`config.mk`:
```
export PLATFORM = sky130hd
export DESIGN_NAME = led_strip_shadow_refresh
export DESIGN_NICKNAME = d
export VERILOG_FILES = /design/src/rtl/core/lssr_pkg.sv /design/src/rtl/core/lssr_ctrl.sv /design/src/rtl/core/lssr_dp.sv /design/src/rtl/core/led_strip_shadow_refresh.sv
export SDC_FILE = /design/constraint.sdc
export NUM_CORES = 1
export LEC_CHECK = 0
export ABC_AREA = 1
export BUFFER_PORTS_ARGS = -buffer_cell sky130_fd_sc_hd__buf_2
export CAP_MARGIN = 20
export CELL_PAD_IN_SITES_DETAIL_PLACEMENT = 0
export CELL_PAD_IN_SITES_GLOBAL_PLACEMENT = 1
export CORE_MARGIN = 4
export CORE_UTILIZATION = 35
export CTS_CLUSTER_DIAMETER = 60
export DETAILED_ROUTE_END_ITERATION = 10
export MAX_ROUTING_LAYER = met4
export PLACE_DENSITY = 0.72
export SLEW_MARGIN = 20
export SYNTH_ARGS = -nofsm -noshare
export SYNTH_HDL_FRONTEND = slang
export SYNTH_SLANG_ARGS = --single-unit
```
`constraint.sdc`:
```
create_clock -name clk -period 2.6 [get_ports clk]
set_input_delay 0.13 -clock clk [delete_from_list [all_inputs] [get_ports clk]]
set_output_delay 0.13 -clock clk [all_outputs]
set_load 0.01 [all_outputs]
```
`src/rtl/core/lssr_pkg.sv`:
```
// lssr_pkg: shared constants, item kind codes, intensity remap and the
// command/status structs between controller and datapath
// no dependencies
package lssr_pkg;

	localparam int LEDS_PER_STRIP_DEF = 33;
	localparam int STRIPS_DEF         = 2;

	localparam logic [15:0] REFRESH_RESET = 16'd250;
	localparam logic [15:0] COUNT_MAX     = 16'hFFFF;
	localparam logic [7:0]  PEND_RESET    = 8'hFF;
	localparam logic [7:0]  SENT_RESET    = 8'h00;
	localparam logic [7:0]  SLOT_MASK     = 8'h03;

	localparam logic [1:0] KIND_BYTE = 2'd0;
	localparam logic [1:0] KIND_TICK = 2'd1;
	localparam logic [1:0] KIND_POLL = 2'd2;

	localparam logic REG_REFRESH = 1'b0;

	typedef struct packed {
		logic take_id;
		logic take_lvl;
		logic tick;
		logic poll;
		logic store_rd;
		logic store_wr;
		logic stream_rd;
		logic stream_ld;
		logic stream_next;
	} lssr_cmd_t;

	typedef struct packed {
		logic expect_id;
		logic id_ok;
		logic send;
		logic last;
		logic out_taken;
	} lssr_sts_t;

	function automatic logic [1:0] weight_map(input logic [1:0] lvl);
		logic [1:0] w;
		case (lvl)
			2'd0: w = 2'd0;
			2'd1: w = 2'd2;
			2'd2: w = 2'd1;
			default: w = 2'd3;
		endcase
		return w;
	endfunction

endpackage

```
`src/rtl/core/lssr_ctrl.sv`:
```
// lssr_ctrl: controller state machine, sequences id/intensity stores,
// ticks, polls and the frame stream; depends on lssr_pkg
module lssr_ctrl import lssr_pkg::*; (
	input  logic       clk,
	input  logic       arst_n,
	input  logic       in_valid,
	output logic       in_ready,
	input  logic [1:0] kind,
	input  lssr_sts_t  sts,
	output lssr_cmd_t  cmd
);

	localparam logic [2:0] S_IDLE  = 3'd0;
	localparam logic [2:0] S_ST_RD = 3'd1;
	localparam logic [2:0] S_ST_WR = 3'd2;
	localparam logic [2:0] S_SR_RD = 3'd3;
	localparam logic [2:0] S_SR_LD = 3'd4;
	localparam logic [2:0] S_SR_HD = 3'd5;

	logic [2:0] state_q;
	logic [2:0] state_d;
	logic       acc;

	assign in_ready = (state_q == S_IDLE);
	assign acc      = in_valid & in_ready;

	always_comb begin
		cmd     = '0;
		state_d = state_q;
		unique case (state_q)
			S_IDLE: begin
				if (acc) begin
					case (kind)
						KIND_BYTE: begin
							if (sts.expect_id) begin
								cmd.take_id = 1'b1;
							end else begin
								cmd.take_lvl = 1'b1;
								if (sts.id_ok) state_d = S_ST_RD;
							end
						end
						KIND_TICK: cmd.tick = 1'b1;
						KIND_POLL: begin
							cmd.poll = 1'b1;
							if (sts.send) state_d = S_SR_RD;
						end
						default: ;
					endcase
				end
			end
			S_ST_RD: begin
				cmd.store_rd = 1'b1;
				state_d      = S_ST_WR;
			end
			S_ST_WR: begin
				cmd.store_wr = 1'b1;
				state_d      = S_IDLE;
			end
			S_SR_RD: begin
				cmd.stream_rd = 1'b1;
				state_d       = S_SR_LD;
			end
			S_SR_LD: begin
				cmd.stream_ld = 1'b1;
				state_d       = S_SR_HD;
			end
			S_SR_HD: begin
				if (sts.out_taken) begin
					if (sts.last) begin
						state_d = S_IDLE;
					end else begin
						cmd.stream_next = 1'b1;
						state_d         = S_SR_RD;
					end
				end
			end
			default: state_d = S_IDLE;
		endcase
	end

	always_ff @(posedge clk or negedge arst_n) begin
		if (!arst_n) begin
			state_q <= S_IDLE;
		end else begin
			state_q <= state_d;
		end
	end

endmodule

```
`src/rtl/core/lssr_dp.sv`:
```
// lssr_dp: datapath with pending and sent shadow memories, pairing state,
// millisecond counter, interval register and output register; depends on lssr_pkg
module lssr_dp import lssr_pkg::*; #(
	parameter int LEDS_PER_STRIP = LEDS_PER_STRIP_DEF,
	parameter int STRIPS         = STRIPS_DEF
) (
	input  logic        clk,
	input  logic        arst_n,
	input  lssr_cmd_t   cmd,
	output lssr_sts_t   sts,
	input  logic [7:0]  data_byte,
	input  logic        cfg_we,
	input  logic [15:0] cfg_wdata,
	output logic [15:0] interval,
	output logic        out_valid,
	input  logic        out_ready,
	output logic [7:0]  tx_byte,
	output logic        last_byte
);

	localparam int SB = (LEDS_PER_STRIP * 2 * STRIPS + 7) / 8;
	localparam int AW = (SB > 1) ? $clog2(SB) : 1;

	logic [7:0]    pend_mem [SB];
	logic [7:0]    sent_mem [SB];
	logic [SB-1:0] pend_vld_q;
	logic          sent_init_q;
	logic [7:0]    pend_rd_q;
	logic          pend_rv_q;
	logic [7:0]    sent_rd_q;

	logic          dirty_q;
	logic          expect_id_q;
	logic [7:0]    held_id_q;
	logic [15:0]   ms_q;
	logic [15:0]   interval_q;
	logic [1:0]    lvl_q;
	logic          copy_q;
	logic [AW-1:0] idx_q;
	logic [7:0]    tx_byte_q;
	logic          last_q;
	logic          out_valid_q;

	logic [6:0]    pos_w;
	logic [AW-1:0] pos;
	logic [AW-1:0] rd_addr;
	logic [2:0]    sh;
	logic [7:0]    pend_data;
	logic [7:0]    sent_data;
	logic [7:0]    new_byte;
	logic          idx_last;
	logic          send;

	assign pos_w     = 7'(SB - 1) - {1'b0, held_id_q[7:2]};
	assign pos       = pos_w[AW-1:0];
	assign rd_addr   = cmd.store_rd ? pos : idx_q;
	assign sh        = {held_id_q[1:0], 1'b0};
	assign pend_data = pend_rv_q ? pend_rd_q : PEND_RESET;
	assign sent_data = sent_init_q ? sent_rd_q : SENT_RESET;
	assign new_byte  = (pend_data & ~(SLOT_MASK << sh)) | ({6'b0, lvl_q} << sh);
	assign idx_last  = (idx_q == AW'(SB - 1));
	assign send      = dirty_q | (ms_q >= interval_q);

	assign sts.expect_id = expect_id_q;
	assign sts.id_ok     = ({1'b0, held_id_q[7:2]} < 7'(SB));
	assign sts.send      = send;
	assign sts.last      = idx_last;
	assign sts.out_taken = out_valid_q & out_ready;

	assign interval  = interval_q;
	assign out_valid = out_valid_q;
	assign tx_byte   = tx_byte_q;
	assign last_byte = last_q;

	// shadow memories, intensity level and output byte registers
	always_ff @(posedge clk) begin
		if (cmd.store_rd | cmd.stream_rd) begin
			pend_rd_q <= pend_mem[rd_addr];
			pend_rv_q <= pend_vld_q[rd_addr];
			sent_rd_q <= sent_mem[rd_addr];
		end
		if (cmd.store_wr) begin
			pend_mem[pos] <= new_byte;
		end
		if (cmd.stream_ld & copy_q) begin
			sent_mem[idx_q] <= pend_data;
		end
		if (cmd.take_lvl) begin
			lvl_q <= weight_map(data_byte[1:0]);
		end
		if (cmd.stream_ld) begin
			tx_byte_q <= copy_q ? pend_data : sent_data;
			last_q    <= idx_last;
		end
	end

	always_ff @(posedge clk or negedge arst_n) begin
		if (!arst_n) begin
			pend_vld_q  <= '0;
			sent_init_q <= 1'b0;
			dirty_q     <= 1'b1;
			expect_id_q <= 1'b1;
			held_id_q   <= 8'd0;
			ms_q        <= 16'd0;
			interval_q  <= REFRESH_RESET;
			copy_q      <= 1'b0;
			idx_q       <= '0;
			out_valid_q <= 1'b0;
		end else begin
			if (cfg_we) interval_q <= cfg_wdata;
			if (cmd.take_id) begin
				held_id_q   <= data_byte;
				expect_id_q <= 1'b0;
			end
			if (cmd.take_lvl) expect_id_q <= 1'b1;
			if (cmd.store_wr) begin
				pend_vld_q[pos] <= 1'b1;
				if (new_byte != sent_data) dirty_q <= 1'b1;
			end
			if (cmd.tick && ms_q != COUNT_MAX) ms_q <= ms_q + 16'd1;
			if (cmd.poll) begin
				dirty_q <= 1'b0;
				if (send) begin
					ms_q   <= 16'd0;
					copy_q <= dirty_q;
					idx_q  <= '0;
				end
			end
			if (cmd.stream_ld) begin
				out_valid_q <= 1'b1;
				if (copy_q && idx_last) sent_init_q <= 1'b1;
			end else if (out_valid_q && out_ready) begin
				out_valid_q <= 1'b0;
			end
			if (cmd.stream_next) idx_q <= idx_q + AW'(1);
		end
	end

endmodule

```
`src/rtl/core/led_strip_shadow_refresh.sv`:
```
// led_strip_shadow_refresh: top level, APB register decode and the
// controller/datapath pair; depends on lssr_pkg, lssr_ctrl, lssr_dp
// handling: an id byte, a tick, a quiet poll or an intensity byte for an id outside the
// shadow stays in idle; any other intensity byte passes shadow read, then write back
// a sending poll streams the frame byte by byte: read the entry, load the output register,
// then hold until out_ready takes it; the next byte is read only after the last is taken
// reset: asynchronous, clears control state; shadows read as reset values through valid bits and an init flag
module led_strip_shadow_refresh import lssr_pkg::*; #(
	parameter int LEDS_PER_STRIP = LEDS_PER_STRIP_DEF,
	parameter int STRIPS         = STRIPS_DEF
) (
	input  logic        clk,
	input  logic        arst_n,
	input  logic        in_valid,
	output logic        in_ready,
	input  logic [1:0]  kind,
	input  logic [7:0]  data_byte,
	output logic        out_valid,
	input  logic        out_ready,
	output logic [7:0]  tx_byte,
	output logic        last_byte,
	input  logic        psel,
	input  logic        penable,
	input  logic        pwrite,
	input  logic [2:0]  paddr,
	input  logic [31:0] pwdata,
	output logic [31:0] prdata,
	output logic        pready
);

	lssr_cmd_t   cmd;
	lssr_sts_t   sts;
	logic        cfg_we;
	logic [15:0] interval;

	assign pready = 1'b1;
	assign cfg_we = psel & penable & pwrite & (paddr[2] == REG_REFRESH);
	assign prdata = (paddr[2] == REG_REFRESH) ? {16'd0, interval} : 32'd0;

	lssr_ctrl u_ctrl (
		.clk      (clk),
		.arst_n   (arst_n),
		.in_valid (in_valid),
		.in_ready (in_ready),
		.kind     (kind),
		.sts      (sts),
		.cmd      (cmd)
	);

	lssr_dp #(
		.LEDS_PER_STRIP (LEDS_PER_STRIP),
		.STRIPS         (STRIPS)
	) u_dp (
		.clk       (clk),
		.arst_n    (arst_n),
		.cmd       (cmd),
		.sts       (sts),
		.data_byte (data_byte),
		.cfg_we    (cfg_we),
		.cfg_wdata (pwdata[15:0]),
		.interval  (interval),
		.out_valid (out_valid),
		.out_ready (out_ready),
		.tx_byte   (tx_byte),
		.last_byte (last_byte)
	);

endmodule

```
[After elaboration in Yosys (flattened, before gate mapping)]
Memory sizes are Yosys's and may differ from the RTL's. A register that Yosys moved wholly into a read port is not among the register bits.
Index checks and enable logic that the tools add are counted.
Storage, ports and cells
  register bits: 82
  bits in writable memories: 272
  bits of input ports: 52
  output and inout port bits: 44
  word-level logic and storage cells: 125
  memories: 2
Operators by class
  add/sub/neg operators: 3
  $lt $le $gt $ge: 5
  eq/ne operators: 18
  shifts and indexed selects: 2
  mux-type cells: 49
  bitwise gates (word level): 13
  reductions and logical operators: 18
Memory list
  u_dp.pend_mem: words 17, bits a word 8, rd ports 1, clocked after memory_dff 1, write ports 1, line lssr_dp.sv:24  | logic [7:0] pend_mem [SB];
  u_dp.sent_mem: words 17, bits a word 8, rd ports 1, clocked after memory_dff 1, write ports 1, line lssr_dp.sv:25  | logic [7:0] sent_mem [SB];
Operators by type and width (count)
  two-way mux 16 bit: 4
  two-way mux 1 bit: 24
  two-way mux 8 bit: 3
  two-way mux 5 bit: 4
  OR 17 bit: 1
  adder 16 x 1 -> 16 bit (second input constant): 1
  >= comparator 16 bit: 1
  != test 16 bit (second input constant): 1
  two-way mux 3 bit: 5
  one-hot mux 3 bit (5 select lines): 1
  less-than comparator 5 x 6 -> 1 bit (second input constant): 2
  nonzero test 2 bit: 6
  != test 3 bit (second input constant): 3
  bitwise AND 8 bit: 1
  two-way mux 4 bit: 2
  != test 8 bit: 1
  NOT 8 bit: 1
  OR 8 bit: 1
  AND reduction 2 bit: 4
  left shift 2 x 3 -> 8 bit: 1
  left shift 2 x 3 -> 8 bit (first input constant): 1
  bitwise AND 1 bit: 6
  equality test 3 x 2 -> 1 bit (second input constant): 2
  equality test 3 bit (second input constant): 2
  21 further kinds: 30

[Longest topological paths before layout]
Gate-level depths: netlist (run 1).
  word-level depth: 8
  gate-level depth with buffers: 15
  gate-level depth less buffers: 13

[Modules after synthesis]
Synthesis (run 1) repeated with hierarchy kept, for this count alone.
Second synthesis, totals
  cells, all modules: 1798
  area total of the unflattened synthesis: 17314.1 sq um
Modules (own cells, without submodules)
  lssr_dp: instances 1, cells each 1692, area an instance 16731.0 sq um, sequential area each 10695.3 sq um
  led_strip_shadow_refresh: instances 1, cells each 57, area an instance 296.5 sq um, sequential area each 0.0 sq um
  lssr_ctrl: instances 1, cells each 49, area an instance 286.5 sq um, sequential area each 75.1 sq um

[Least setup slack after synthesis (run 1)]
No wires, ideal clock.
  path kind: register -> register
  start point: reg u_dp.held_id_q[2]
  end point: mem u_dp.pend_mem[16][0] (enable)
  setup time: 0.397 ns
  arrival time: 2.158 ns
  data required time: 2.203 ns
  path slack: 0.046 ns
  stages on the path, launching flop included: 6
  cell sequence: dfrtp_1 inv_1 ha_1 xor2_1 inv_1 nor4_1
Between the ends
  word-level cells in the longest chain between the ends: 1
Ends and longest elaborated chain
  start: declaration: line lssr_dp.sv:34  | logic [7:0] held_id_q;
  start signal: assignment: line lssr_dp.sv:112  | held_id_q <= data_byte;
  subtractor 5 bit: line lssr_dp.sv:54  | assign pos_w = 7'(SB - 1) - {1'b0, held_id_q[7:2]};
  end: declaration: line lssr_dp.sv:24
No other way between the ends.

[Worst setup path after layout (run 1)]
  start point: reg u_dp.held_id_q[2]
  end point: reg u_dp.sent_rd_q[2], read port of u_dp.sent_mem, data pin
Between the ends
  word-level cells in the longest chain between the ends: 2
Ends and longest elaborated chain
  subtractor 5 bit: line lssr_dp.sv:54
  two-way mux 5 bit: line lssr_dp.sv:56  | assign rd_addr = cmd.store_rd ? pos : idx_q;
  end: declaration: line lssr_dp.sv:30  | logic [7:0] sent_rd_q;
No other way between the ends.
A chain may end at the register's enable or synchronous reset.

==> results of run 1 <==
## registers in the layout, indices dropped and copies added (netlist names), 2 cells and up
name,cells
u_dp.idx_q,5
u_dp.held_id_q,8
u_dp.sent_mem,136
u_dp.pend_rd_q,8
u_ctrl.state_q,3
u_dp.sent_rd_q,8
u_dp.pend_mem,136
u_dp.pend_vld_q,17
u_dp.lvl_q,2
u_dp.ms_q,16
u_dp.interval,16
u_dp.tx_byte,8
## cell families (layout without fill, tap and decap cells)
logic type	count (synthesis)	count (layout)
xor gates and xnor gates	17	17
muxes	3	3
DFF	370	370
other	2	18
AOI/OAI and AO/OA	149	149
and+or+nand+nor	869	869
buffers and inverters	285	438
adders and majority gates	26	26
## power by group through the flow
stage	Sequential [mW]	Combinational, mW	Clock [mW]
global route	8.44	9.76	6.01
CTS	8.37	8.76	5.76
floorplan	8.37	5.42	0
detailed placement	8.49	8.70	0
global placement	8.48	8.57	0
finish	8.38	8.72	5.62
## through the flow
stage / power, mW / std cells / hold slack, ps / worst slack [ps]
floorplan: 13.8 / 1736 / -166 / 45.5
global placement: 17.1 / 2404 / 319 / 211
detailed placement: 17.2 / 2404 / 339 / 111
CTS: 22.9 / 2504 / 40.6 / 95.1
global route: 24.2 / 2504 / 127 / 52.5
finish: 22.7 / 2505 / 63.7 / 269
## layer usage
metal,routed length [um],part of all wire,global-route usage
met5,0,0,-
met2,19400,0.47,0.265
met4,1120,0.027,0.0482
met3,2370,0.058,0.0208
met1,18100,0.44,0.208
## cell type report
cell class,count,area share
Antenna cell,1,0.000126
Timing Repair Buffer,168,0.0664
Inverter,199,0.0376
Clock inverter,19,0.0119
Multi-Input combinational cell,1081,0.251
Clock buffer,52,0.0535
Sequential cell,370,0.540
Tap cell,615,0.0386
## synthesized netlist by cell type, drive strengths merged
| cell type | number | area (um^2) |
|---|---|---|
| a211o | 1 | 8.76 |
| a21oi | 29 | 145 |
| a31oi | 1 | 6.26 |
| and2 | 1 | 6.26 |
| buf | 63 | 378 |
| clkbuf | 23 | 86.3 |
| clkinv | 1 | 3.75 |
| conb | 2 | 7.51 |
| dfrtp | 62 | 1550 |
| dfstp | 8 | 210 |
| edfxtp | 300 | 9010 |
| ha | 26 | 325 |
| inv | 198 | 746 |
| mux2 | 2 | 22.5 |
| mux2i | 1 | 10.0 |
| nand2 | 564 | 2120 |
| nand3 | 116 | 586 |
| nand3b | 2 | 15.0 |
| nand4 | 13 | 81.3 |
| nor2 | 154 | 596 |
| nor3 | 8 | 40.0 |
| nor3b | 2 | 15.0 |
| nor4 | 5 | 31.3 |
| o211ai | 49 | 368 |
| o21ai | 68 | 352 |
| o21bai | 1 | 7.51 |
| or2 | 4 | 25.0 |
| xnor2 | 1 | 8.76 |
| xor2 | 16 | 140 |
## worst max path at each step
stage | end | slack (ps) | cells after the start
floorplan | u_dp.pend_mem[16][0] | 50 | 5
finish | u_dp.sent_rd_q[2] | 270 | 11
detailed placement | u_dp.pend_mem[11][6] | 110 | 7
CTS | u_dp.pend_mem[11][3] | 100 | 7
global placement | u_dp.pend_mem[10][5] | 210 | 7
global route | u_dp.sent_rd_q[7] | 50 | 12
## critical path, delay by kind of cell (launching register included)
family | cells | cell delay [ps]
AND/OR/NAND/NOR | 7 | 820
buffers and inverters | 2 | 420
flip-flops | 1 | 410
XOR/XNOR | 1 | 320
adder cells (fa/ha/maj) | 1 | 240
## timing repair
item	in CTS	in global routing
endpoints found under the hold margin	93	0
hold buffers	29	0
gates resized for setup	0	2
endpoints found under the setup margin	0	36
==> impl_metrics.env, run 1 <==
export IMPL_critPathMaxFanout=9
export IMPL_synth_compound_area_frac=0.0525
export IMPL_hp_class="primary input to register"
export IMPL_crit_arrival_ps=2720
export IMPL_cts_root_buf="clkbuf_16"
export IMPL_clock_sinks=370
export IMPL_multiInputGateArea_um2=5010
export IMPL_yosysWarnings=0
export IMPL_total_switching_power_mw=8.66
export IMPL_overflow=0
export IMPL_worstHoldPathCells=5
export IMPL_vias=11846
export IMPL_ys_ff_latch=370
export IMPL_synth_simple_area_share=0.208
export IMPL_r2r_end="u_dp.sent_rd_q[2]"
export IMPL_clk_pin_slew_ps=60
export IMPL_cts_max_level=2
export IMPL_rsz0062_at_grt="no"
export IMPL_final_common_cell="nand2_1"
export IMPL_rrSetupSlack_ps=270
export IMPL_final_cell_mix="559 x nand2_1, 300 x edfxtp_1, 191 x inv_1"
export IMPL_yosysSeqAreaShare=0.637
export IMPL_areaGrowthSynthToFinish_pct=17.9
export IMPL_cts_setup_buffers=0
export IMPL_finalHoldViolations=0
export IMPL_synth_top_family_by_area="simple AND/OR/NAND/NOR gates"
export IMPL_grt_pass1_vias=11627
export IMPL_skew_ps=21.9
export IMPL_fin_area_um2=19900
export IMPL_drv_slew=0
export IMPL_crit_path_cell_trace="inv_1 -> ha_1 -> nand3_1 -> xor2_2 -> nand2_1 -> nand2_2 -> buf_4 -> nand2_1 -> nor2_1 -> nand2_1 -> nand2_1"
export IMPL_die_w_um=228
export IMPL_status="complete, no violations"
export IMPL_grt_max_degree=71
export IMPL_internal_power_mw=14.1
export IMPL_synthXorXnorAreaFrac=0.00881
export IMPL_fin_crit_sh=0.896
export IMPL_io_pins=96
export IMPL_min_from="kind[1]"
export IMPL_die_h_um=228
export IMPL_slew_headroom=0.379
export IMPL_clockBufferDepth=3
export IMPL_place_area_um2=18300
export IMPL_antenna_found_initial=0
export IMPL_syn_area_per_cell_um2=9.82
export IMPL_avgRoutedWirePerCell_um=16.4
export IMPL_via_per_inst=4.73
export IMPL_gr_usage_all_layers=0.160
export IMPL_fp_coreArea_um2=47700
export IMPL_routed_wl_um=41100
export IMPL_p_seq_frac=0.369
export IMPL_fillers=4519
export IMPL_ant_nets=0
export IMPL_die_area_um2=51900
export IMPL_grt_pass1_wl_um=64300
export IMPL_critPathLaunch="u_dp.held_id_q[2]"
export IMPL_required_ps=2990
export IMPL_ir_worst_vdd_mv=0.673
export IMPL_start_util=0.354
export IMPL_crit_slowest_cell="dfrtp_1"
export IMPL_gp_congestion=0.841
export IMPL_cpMostUsedCell="nand2_1"
export IMPL_power_share_clock=0.247
export IMPL_setup_worst_path_class="register to register"
export IMPL_syn_inst=1721
export IMPL_cp_end_kind="register"
export IMPL_drive_above_1_share=0.120
export IMPL_drv_cap=0
export IMPL_slowest_delay_ps=410
export IMPL_dp_hpwl_um=26800
export IMPL_holdPathEnd="u_ctrl.state_q[1]"
export IMPL_tns_ps=0
export IMPL_r2r_start="u_dp.held_id_q[2]"
export IMPL_combPwrFrac=0.384
export IMPL_leakage_nw=8.37
export IMPL_rr_worst_depth=11
export IMPL_synth_fa_ha_area_frac=0.0192
export IMPL_io_buffer_count=60
export IMPL_tritoncts="built"
export IMPL_nets=1937
export IMPL_min_period_ps=2330
export IMPL_clk_latency_ps=540
export IMPL_synthDistinctLibCells=41
export IMPL_p_per_area_nw_per_um2=1140
export IMPL_drc_errors=0
export IMPL_p_sw_frac=0.381
export IMPL_drtPass1Iterations=7
export IMPL_startpoint_type="register"
export IMPL_netlist_area_um2=16900
export IMPL_synth_mux_area_fraction=0.00192
export IMPL_utilization=0.417
export IMPL_worstMarginPinSlew_ps=931
export IMPL_num_rows=80
export IMPL_setup_violations_final=0
export IMPL_drt_iter0_markers=884
export IMPL_regArea_um2=10800
export IMPL_fmax_mhz=429
export IMPL_numCtsBuffers=39
Power figures use the tool's default switching activity.
==> run 2, diff against run 1 <==
CELL_PAD_IN_SITES_DETAIL_PLACEMENT = unset   (was 0)
CELL_PAD_IN_SITES_GLOBAL_PLACEMENT = unset   (was 1)
PLACE_DENSITY = 0.61   (was 0.72)
==> run 2 against run 1 <==
Critical path depth is 4 lower. Setup slack got worse by 130 ps. Final cell count barely moved. Cell area decreased by 0.11%. Critical endpoint is now u_dp.pend_mem[10][2]. Largest cell class unchanged.
==> impl_metrics.env, run 2 (same netlist as run 1, synthesis figures left out) <==
export IMPL_status="complete, no violations"
export IMPL_drv_slew=0
export IMPL_clock_sinks=370
export IMPL_cpMostUsedCell="nand3_1"
export IMPL_crit_slowest_cell="nand3_1"
export IMPL_final_cell_mix="559 x nand2_1, 300 x edfxtp_1, 191 x inv_1"
export IMPL_wl_met3_um=2100
export IMPL_tritoncts="built"
export IMPL_startpoint_type="register"
export IMPL_setup_violations_final=0
export IMPL_fin_area_um2=19900
export IMPL_min_period_ps=2460
export IMPL_crit_arrival_ps=2690
export IMPL_vias=12015
export IMPL_fmax_mhz=406
export IMPL_drtPass1Iterations=5
export IMPL_rsz0062_at_grt="no"
export IMPL_fin_crit_sh=0.947
export IMPL_drt_iter0_markers=922
export IMPL_fp_coreArea_um2=47700
export IMPL_antennaDiodeCount=0
export IMPL_wl_met2_um=19600
export IMPL_overflow=0
export IMPL_clk_latency_ps=530
export IMPL_tns_ps=0
export IMPL_io_pins=96
export IMPL_setup_worst_path_class="register to register"
export IMPL_drt_met1_wl_um=17300
export IMPL_required_ps=2820
export IMPL_worstMarginPinSlew_ps=905
export IMPL_slowest_delay_ps=450
export IMPL_antenna_found_initial=1
export IMPL_clockBufferDepth=3
export IMPL_io_buffer_count=60
export IMPL_numCtsBuffers=40
export IMPL_ir_worst_vdd_mv=0.533
export IMPL_skew_ps=16.2
export IMPL_cp_end_kind="register"
export IMPL_die_w_um=228
export IMPL_crit_path_cell_trace="inv_1 -> ha_1 -> nand3_1 -> xor2_1 -> nand3_1 -> nor2_1 -> buf_4"
export IMPL_slew_headroom=0.397
export IMPL_drc_errors=0
export IMPL_highest_layer="met4"
export IMPL_num_rows=80
export IMPL_cts_max_level=2
export IMPL_final_common_cell="nand2_1"
export IMPL_ant_nets=0
export IMPL_grt_pass1_wl_um=62400
export IMPL_start_util=0.354
export IMPL_die_h_um=228
export IMPL_drv_cap=0
export IMPL_grt_pass1_vias=11697
export IMPL_critPathMaxFanout=8
export IMPL_leakage_nw=8.37
export IMPL_finalHoldViolations=0
export IMPL_areaGrowthSynthToFinish_pct=17.8
export IMPL_grt_max_degree=71
export IMPL_dp_hpwl_um=25900
export IMPL_via_per_inst=4.80
export IMPL_gr_usage_all_layers=0.154
export IMPL_gp_congestion=0.889
export IMPL_p_per_area_nw_per_um2=1130
export IMPL_place_area_um2=18300
export IMPL_nets=1938
export IMPL_drive_above_1_share=0.122
export IMPL_avgRoutedWirePerCell_um=16.0
export IMPL_die_area_um2=51900
export IMPL_routed_wl_um=40000
export IMPL_cts_root_buf="clkbuf_16"
export IMPL_clk_pin_slew_ps=60
export IMPL_reg_top3="u_dp.pend_mem (136), u_dp.sent_mem (136), u_dp.pend_vld_q (17)"
export IMPL_hp_class="primary input to register"
==> run 2: area by class of cell <==
| cell class | instances | area (um^2) |
|---|---|---|
| clock buffer | 56 | 1130 |
| clock inverter | 15 | 173 |
| fill | 4486 | 27800 |
| inverter | 199 | 749 |
| multi-input combinational | 1081 | 5000 |
| sequential | 370 | 10800 |
| tap | 615 | 769 |
| timing repair buffer | 168 | 1320 |
==> run 2: timing repair <==
item                                   4_1_cts  5_1_grt
hold buffers                                29        0
resized for setup                            0        0
endpoints found under the hold margin       93        0
buffers inserted                             0        0
==> run 2: through the flow <==
step / power (mW) / hold slack (ps) / instances / setup WS, ps / utilization
floorplan: 13.8 / -166 / 1736 / 45.5 / -
global placement: 16.8 / 314 / 2403 / 291 / 0.383
detailed placement: 17.0 / 318 / 2403 / 233 / 0.383
CTS: 22.7 / 21.4 / 2503 / 162 / 0.417
global route: 23.9 / 87.8 / 2504 / 17.3 / 0.417
finish: 22.5 / 43.0 / 2504 / 137 / 0.417
==> run 2: layer usage <==
metal	up-vias	track usage
li1	5889	-
met1	5721	0.192
met2	337	0.261
met3	68	0.0235
met4	0	0.0444
met5	-	-
==> run 2: worst paths after layout <==
| path | start | to | slack, ps | depth (start not counted) |
|---|---|---|---|---|
| max in group asynchronous | arst_n | u_dp.sent_init_q | 1730 | 2 |
| setup reg to reg | u_dp.held_id_q[2] | u_dp.pend_mem[10][2] | 140 | 7 |
| setup / recovery | u_dp.held_id_q[2] | u_dp.pend_mem[10][2] | 140 | 7 |
| hold / removal | kind[1] | u_ctrl.state_q[1] | 40 | 5 |
| min in group asynchronous | arst_n | u_dp.idx_q[4] | 260 | 2 |
| hold reg to reg | u_dp.pend_vld_q[13] | u_dp.pend_vld_q[13] | 460 | 2 |
==> run 2: worst max-delay path, delay by kind of cell (launching register included) <==
kind          cells  cell delay, ps
simple gates      3             830
flops             1             410
xor+xnor          1             410
buf+inv           2             280
fa+ha+maj         1             230
==> run 2: where the power goes <==
part	internal [mW]	total, mW	switching [mW]
combinational	2.60	8.44	5.84
sequential	8.01	8.42	0.411
clock	3.35	5.61	2.26
total	14.0	22.5	8.51
==> run 3, diff against run 2 <==
REMOVE_ABC_BUFFERS = 1   (was unset)
==> run 3 against run 2 <==
Sequential cell count unchanged. Routed wire length decreased by 2.6%. Non-clock buffer count decreased by 5. Critical path depth increased by 3. Hold slack improved by 90 ps. Die area unchanged. Global-route usage about the same. Largest cell class unchanged. Highest routed layer unchanged.
==> impl_metrics.env, run 3 (same netlist as run 1, synthesis figures left out) <==
export IMPL_startpoint_type="register"
export IMPL_gp_congestion=0.902
export IMPL_num_rows=80
export IMPL_internal_power_mw=13.9
export IMPL_drv_cap=0
export IMPL_p_seq_frac=0.374
export IMPL_ant_nets=0
export IMPL_setup_worst_path_class="register to register"
export IMPL_critical_path_top_delay_family="simple AND/OR/NAND/NOR gates"
export IMPL_io_buffer_count=60
export IMPL_regArea_um2=10800
export IMPL_hp_class="primary input to register"
export IMPL_crit_slowest_cell="dfrtp_1"
export IMPL_leakage_nw=8.33
export IMPL_crit_arrival_ps=2670
export IMPL_critPathBufInv=3
export IMPL_cts_setup_buffers=0
export IMPL_reg_top3="u_dp.pend_mem (136), u_dp.sent_mem (136), u_dp.pend_vld_q (17)"
export IMPL_min_period_ps=2350
export IMPL_power_share_clock=0.254
export IMPL_place_inst=2399
export IMPL_combPwrFrac=0.372
export IMPL_grtUsageMet1=0.206
export IMPL_ir_worst_vdd_mv=0.646
export IMPL_status="complete, no violations"
export IMPL_dp_hpwl_um=25400
export IMPL_instances_no_fill=2504
export IMPL_grt_pass1_vias=11674
export IMPL_hold_slack_ps=133
export IMPL_drc_errors=0
export IMPL_areaGrowthSynthToFinish_pct=17.4
export IMPL_antenna_found_initial=2
export IMPL_drtPass1Iterations=5
export IMPL_overflow=0
export IMPL_io_pins=96
export IMPL_total_switching_power_mw=8.50
export IMPL_multiInputGateArea_um2=5000
export IMPL_slowest_delay_ps=410
export IMPL_clockBufferDepth=3
export IMPL_numCtsBuffers=40
export IMPL_nets=1933
export IMPL_busiest_layer="met2"
export IMPL_cpMostUsedCell="nand2_1"
export IMPL_start_util=0.354
export IMPL_fin_crit_sh=0.905
export IMPL_vias=11887
export IMPL_cts_root_buf="clkbuf_16"
export IMPL_cts_repair_resized=0
export IMPL_die_area_um2=51900
export IMPL_die_w_um=228
export IMPL_cts_max_level=2
export IMPL_crit_path_cell_trace="inv_1 -> ha_1 -> nand3_1 -> xor2_1 -> buf_4 -> nand2_1 -> nand2_2 -> inv_2 -> nand4_1 -> nand2_1"
export IMPL_rrSetupSlack_ps=250
export IMPL_required_ps=2910
export IMPL_drt_iter0_markers=897
export IMPL_clock_sinks=370
export IMPL_global_route_usage_met3=0.0291
export IMPL_p_per_area_nw_per_um2=1130
export IMPL_clk_pin_slew_ps=60
export IMPL_clk_latency_ps=560
export IMPL_skew_ps=15.3
export IMPL_die_h_um=228
export IMPL_rsz0062_at_grt="no"
export IMPL_cp_end_kind="register"
export IMPL_grt_pass1_wl_um=62600
export IMPL_p_sw_frac=0.380
export IMPL_drive_above_1_share=0.120
export IMPL_fp_coreArea_um2=47700
export IMPL_setup_violations_final=0
export IMPL_finalHoldViolations=0
export IMPL_via_per_inst=4.75
export IMPL_slew_headroom=0.392
export IMPL_gr_usage_all_layers=0.154
export IMPL_avgRoutedWirePerCell_um=15.6
export IMPL_final_cell_mix="559 x nand2_1, 300 x edfxtp_1, 191 x inv_1"
export IMPL_worstMarginPinSlew_ps=911
export IMPL_fmax_mhz=425
export IMPL_grt_max_degree=85
export IMPL_tritoncts="built"
export IMPL_tns_ps=0
export IMPL_drv_slew=0
export IMPL_fillers=4470
export IMPL_critPathMaxFanout=18
export IMPL_routed_wl_um=39000
export IMPL_final_common_cell="nand2_1"
export IMPL_ctsHoldBuffers=29
export IMPL_grtUsageMet2=0.244
==> run 3: cell count changes in the layout (fill, tap and decap cells not counted) <==
cell | before | now
buf_12 | 10 | 7
buf_4 | 69 | 68
buf_6 | 1 | 0
clkbuf_8 | 5 | 3
clkinv_1 | 2 | 3
diode_2 | 0 | 2
inv_6 | 0 | 3
inv_8 | 1 | 2
==> run 3: worst paths after layout <==
check | from | to | cells past startpoint
worst max register to register | u_dp.held_id_q[2] | u_dp.pend_rv_q | 10
worst max-delay path | u_dp.held_id_q[2] | u_dp.pend_rv_q | 10
worst min register to register | u_dp.pend_vld_q[9] | u_dp.pend_vld_q[9] | 2
min in group asynchronous | arst_n | u_dp.interval[2] | 2
worst min-delay path | penable | u_dp.interval[5] | 5
max in group asynchronous | arst_n | u_dp.pend_vld_q[0] | 2
==> run 3: layer usage <==
layer / part of all wire / vias up
met3: 0.054 / 55
li1: - / 5892
met4: 0.018 / 0
met2: 0.46 / 309
met5: 0 / -
met1: 0.46 / 5631
==> run 3: power by group through the flow <==
| stage | registers (mW) | logic [mW] | clock network [mW] |
|---|---|---|---|
| finish | 8.37 | 8.32 | 5.67 |
| detailed placement | 8.49 | 8.29 | 0 |
| CTS | 8.37 | 8.37 | 5.79 |
| global route | 8.44 | 9.38 | 6.07 |
| floorplan | 8.42 | 4.92 | 0 |
| global placement | 8.47 | 8.18 | 0 |
==> run 3: layout make-up <==
type | count | area share
Tap cell | 615 | 0.0388
Inverter | 199 | 0.0378
Antenna cell | 2 | 0.000252
Clock inverter | 20 | 0.0108
Clock buffer | 54 | 0.0557
Timing Repair Buffer | 163 | 0.0623
Multi-Input combinational cell | 1081 | 0.252
Sequential cell | 370 | 0.543
==> run 3: tightest hold or removal path, cell delays in order <==
cell,delay [ps]
buf_2,70
nand4_1,70
buf_4,230
nor2_1,120
a21oi_1,50
==> run 3: metrics by stage <==
| stage | area [um^2] | setup slack [ps] | power (mW) | utilization |
|---|---|---|---|---|
| 2_1_floorplan | 16500 | -1880 | 13.3 | - |
| 3_3_place_gp | 18200 | 323 | 16.6 | 0.382 |
| 3_5_place_dp | 18200 | 283 | 16.8 | 0.382 |
| 4_1_cts | 19800 | 259 | 22.5 | 0.416 |
| 5_1_grt | 19800 | 27.0 | 23.9 | 0.416 |
| 6_report | 19800 | 247 | 22.4 | 0.416 |
